**src/vfc_div.sv**
```systemverilog
// Pipelined restoring divider, one quotient bit per register stage.
// Depends on nothing; the stages advance only while ce is high.
module vfc_div #(
	parameter int NUM_W = 34,
	parameter int DEN_W = 14
) (
	input  logic             clk,
	input  logic             ce,
	input  logic [NUM_W-1:0] num,
	input  logic [DEN_W-1:0] den,
	output logic [NUM_W-1:0] quo
);

	logic [NUM_W-1:0] num_p [0:NUM_W];
	logic [DEN_W-1:0] den_p [0:NUM_W];
	logic [DEN_W-1:0] rem_p [0:NUM_W];
	logic [NUM_W-1:0] quo_p [0:NUM_W];

	assign num_p[0] = num;
	assign den_p[0] = den;
	assign rem_p[0] = '0;
	assign quo_p[0] = '0;

	// Each stage brings down one numerator bit and tries a subtract.
	for (genvar i = 0; i < NUM_W; i++) begin : g_stage
		logic [DEN_W:0] trial;
		logic ge;
		assign trial = {rem_p[i], num_p[i][NUM_W-1-i]};
		assign ge = trial >= {1'b0, den_p[i]};
		always_ff @(posedge clk) begin
			if (ce) begin
				num_p[i+1] <= num_p[i];
				den_p[i+1] <= den_p[i];
				rem_p[i+1] <= ge ? DEN_W'(trial - {1'b0, den_p[i]}) : trial[DEN_W-1:0];
				quo_p[i+1] <= {quo_p[i][NUM_W-2:0], ge};
			end
		end
	end

	assign quo = quo_p[NUM_W];

endmodule

```
**config.mk**
```make
export PLATFORM = sky130hd
export DESIGN_NAME = vfc_div
export DESIGN_NICKNAME = d
export VERILOG_FILES = /design/src/vfc_div.sv
export SDC_FILE = /design/constraint.sdc
export NUM_CORES = 2
export LEC_CHECK = 0
export ABC_AREA = 1
export BUFFER_PORTS_ARGS = -buffer_cell sky130_fd_sc_hd__buf_2
export CORE_AREA = 2 2 584 586
export DETAILED_ROUTE_END_ITERATION = 7
export DIE_AREA = 0 0 586 588
export PLACE_DENSITY = 0.53
export SLEW_MARGIN = 20
export SYNTH_ARGS = -nofsm -noshare
export SYNTH_HDL_FRONTEND = slang
export SYNTH_SLANG_ARGS = --single-unit
```
**constraint.sdc**
```tcl
create_clock -name clk -period 2.2 [get_ports clk]
set_input_delay 0.44 -clock clk [delete_from_list [all_inputs] [get_ports clk]]
set_output_delay 0.44 -clock clk [all_outputs]
set_load 0.005 [all_outputs]
```
# Word level (Yosys, flattened, before mapping)
# Cells that the tools add are included.
[word_totals] reg_bits=2080 latchBits=0 ram_bits=0 romBits=0 input_bits=50 wordCells=234 mem_count=0
[op_classes] n_addsub=33 multipliers=0 div=0 magnitude_cmp=34 eq_ne=0 n_shift=0 n_mux=33 bitwise_logic=0 n_reduce_logical=0
[ops] cell="greater-or-equal comparator 15 x 14 -> 1 bit" n=33
[ops] cell="2-to-1 mux 14 bit" n=32
[ops] cell="subtractor 14 bit" n=32
[ops] cell="greater-or-equal comparator 1 x 14 -> 1 bit" n=1
[ops] cell="subtractor 1 x 14 -> 14 bit" n=1
[ops] cell="2-to-1 mux 1 bit" n=1

# Depth between registers and ports, before layout
[logic_depth] word_depth=2 depth_mapped=13 ltp_nobuf=12

# Worst setup path after synthesis
# Ideal clock, no wire load.
[synth_path] path_type="reg2reg" from="register rem_p (netlist bit g_stage[26].trial[2])" to="register rem_p (netlist bit g_stage[27].trial[2]) (data pin)" t_arrival_ps=1612 slack_ps=335 stages_incl_launch_ff=10 path_buffers=1 synth_period_minus_slack_ps=1865 cell_sequence="edfxtp_1 ha_1 or2_1 nand3_1 nand2_1 nand2_2 nand3_4 buf_8 nand2_2 o21ai_2"
[synth_between] elab_chain_cells=2
[synth_rtl] element="start, declared" line_no="16" text="logic [DEN_W-1:0] rem_p [0:NUM_W];"
[synth_rtl] element="start signal, assigned by index" line_no="34" text="rem_p[i+1] <= ge ? DEN_W'(trial - {1'b0, den_p[i]}) : trial[DEN_W-1:0];"
[synth_rtl] element="greater-or-equal comparator 15 x 14 -> 1 bit" line_no="29" text="assign ge = trial >= {1'b0, den_p[i]};"
[synth_rtl] element="2-to-1 mux 14 bit" line_no="34"
# Every way passes these cells.
# A chain may end at the register's enable or synchronous reset.

# Worst setup path after layout
[layout_path] from="register rem_p (netlist bit g_stage[4].trial[12])" to="register rem_p (netlist bit g_stage[5].trial[5]) (data pin)"
# Same word-level chain as after synthesis.

==> flow_summary.ini <==
[placement]
dpl_cell_area_mm2 = 0.113
place_ws_ns = -0.0657
finalWeightedCongestion = 0.852
io_buffer_count = 83
place_hpwl_um = 169000

[job]
maxCapViolCount = 0

[clock_network]
cts_tree = built
clock_latency_ns = 0.95
clock-sinks = 2080
cts_buffer_depth = 4
path_clk_slew_ns = 0.06
htreeDepth = 4
cts_buffers = 237
clockRootBuffer = clkbuf_16

[synthesis]
synth_edf_count = 2080
ys_types = 43
synth_area_leaders = edfxtp_1, nand2_1, inv_1
yosysSeqAreaShare = 0.617
yosysTopAreaCell = edfxtp_1
yosys_warnings = 0
yosys_register_bits = 2080
synthArstFlopShare = 0
syn_avg_cell_area_um2 = 10.8
syn_nets = 9928
syn_inst = 9350
synth_top_area_frac = 0.617
synth_flop_cell = edfxtp_1
netlist_area_mm2 = 0.101

[floorplanning]
die_x_um = 586
row_count = 214
start_util = 0.299
die-height_um = 588
coreArea_mm2 = 0.338
pin_count = 84
fp.dieArea_mm2 = 0.345

[grt]
overflow = 0
grt_use_total = 0.129
grt_pass1_vias = 64400
antenna_found_initial = 6
grt_first_pass_wirelength_um = 356000
grt_max_degree = 68

[sta]
max_freq_mhz = 465
tns_ns = 0
setup_slack_ns = 0.0505
fin_crit_ns = 2.15
fin_skew_ns = 0.0981
tightestPinTransition_ns = 0.554
final_hold_viol_count = 0
finalCritPeriodShare = 0.977
timing.slew.headroom = 0.631
slew_violations = 0
setup_violations = 0

[routing]
wl_um = 227000
drc = 0
postRouteAntennaNets = 0
vias = 64400
drt-initial-drc-count = 3840
dr.pass1.iters = 6
avgRoutedWirePerCell_um = 15.0
viasPerCell = 4.25

[final_layout]
area_growth_pct = 21.1
final_cell_area_mm2 = 0.123
layout.nets = 11000
final_util = 0.362
drive_above_1_share = 0.174

[setup_path]
arrival_ns = 2.79
worstPathRequired_ns = 2.84
r2r_slack_ns = 0.05
start_kind = flop
path_max_fanout = 12
path_class = flop to flop
cp-end-kind = flop

[power_and_ir_drop]
peakVddDrop_uv = 813
power_density_mw_per_mm2 = 1290
p_leak_uw = 0.0544

[worst_hold_path]
holdCritPathClass = input pin to flop

[status]
status = finished clean
critical path, stage by stage, from the launching register on:
cell and delay, ns:
edfxtp_1 0.57, ha_4 0.37, nand2_1 0.10, nor2_2 0.18, and2_1 0.19, nand2_4 0.10, nand3_4 0.19, buf_4 0.15
o21ai_1 0.06
path summary, 6_finish.rpt:
| check | startpoint | end | depth (start not counted) |
|---|---|---|---|
| hold reg to reg | num_p[901]$_DFFE_PP_ | num_p[867]$_DFFE_PP_ | 0 |
| setup / recovery | g_stage[4].trial[12]$_DFFE_PP_ | g_stage[5].trial[5]$_DFFE_PP_ | 8 |
| setup reg to reg | g_stage[4].trial[12]$_DFFE_PP_ | g_stage[5].trial[5]$_DFFE_PP_ | 8 |
| hold / removal | num[8] | num_p[1130]$_DFFE_PP_ | 2 |
area by class of cell:
type	instances	area, um^2
Sequential cell	2080	62500
Tap cell	4536	5680
Clock inverter	155	1730
Antenna cell	2	5.00
Multi-Input combinational cell	5314	31700
Clock buffer	275	6140
Inverter	1868	7010
Fill cell	33600	216000
Timing Repair Buffer	917	7860
layout by cell type, fill, tap and decap left out, types with 179 or more instances in the layout:
cell,count
nand2_1,2511
edfxtp_1,2080
inv_1,1837
buf_4,701
ha_1,437
nand3_1,392
nor2_1,346
nand4_1,279
clkbuf_16,240
o21ai_1,197
xor2_1,179
where the power goes:
part,switching [uW],internal [uW]
logic,36400,24600
clock network,16500,23300
registers,4390,53100
synth_stat cells, types with 32 or more instances:
cell type	count
nand3_1	411
ha_1	496
nand3b_1	32
o21ai_1	202
edfxtp_1	2080
nor2_1	361
buf_6	49
inv_1	1842
xnor2_1	46
buf_4	34
o21ai_2	75
and2_1	57
nand2_2	87
nand4_1	279
nand3_4	43
xor2_1	179
nor2_2	83
nand2_1	2546
a21oi_1	157
nand3_2	64
fa_1	32
registers in the layout, summed over array words and instances (netlist names):
name	count
den_p	462
g_stage.trial	495
num_p	528
quo	34
quo_p	561
stage by stage:
stage          total power [uW]  instances  hold slack, ns
2_1_floorplan             97500       9350           0.400
3_3_place_gp             118000      14600           0.401
3_5_place_dp             118000      14600           0.405
4_1_cts                  159000      15100           0.100
5_1_grt                  170000      15100           0.151
6_report                 158000      15100           0.210
kinds of logic after synthesis:
group | share of synthesized area
AOI/OAI and AO/OA | 0.0320
xor gates and xnor gates | 0.0195
adders and majority gates | 0.0676
buffers and inverters | 0.0797
DFF | 0.617
and+or+nand+nor | 0.184
repair_timing:
action | in CTS | in global routing
setup endpoints to repair | 15 | 271
pin swaps | 1 | 20
endpoints found under the hold margin | 53 | 0
cloned | 1 | 11
gates resized for setup | 5 | 163
buffers inserted | 4 | 54
hold buffers | 49 | 0
layer usage:
metal | global-route usage | routed length, um
met5 | 0 | 0
met1 | 0.171 | 105000
met2 | 0.218 | 107000
met3 | 0.0180 | 8430
met4 | 0.0403 | 6550
(Power assumes the default switching activity.)
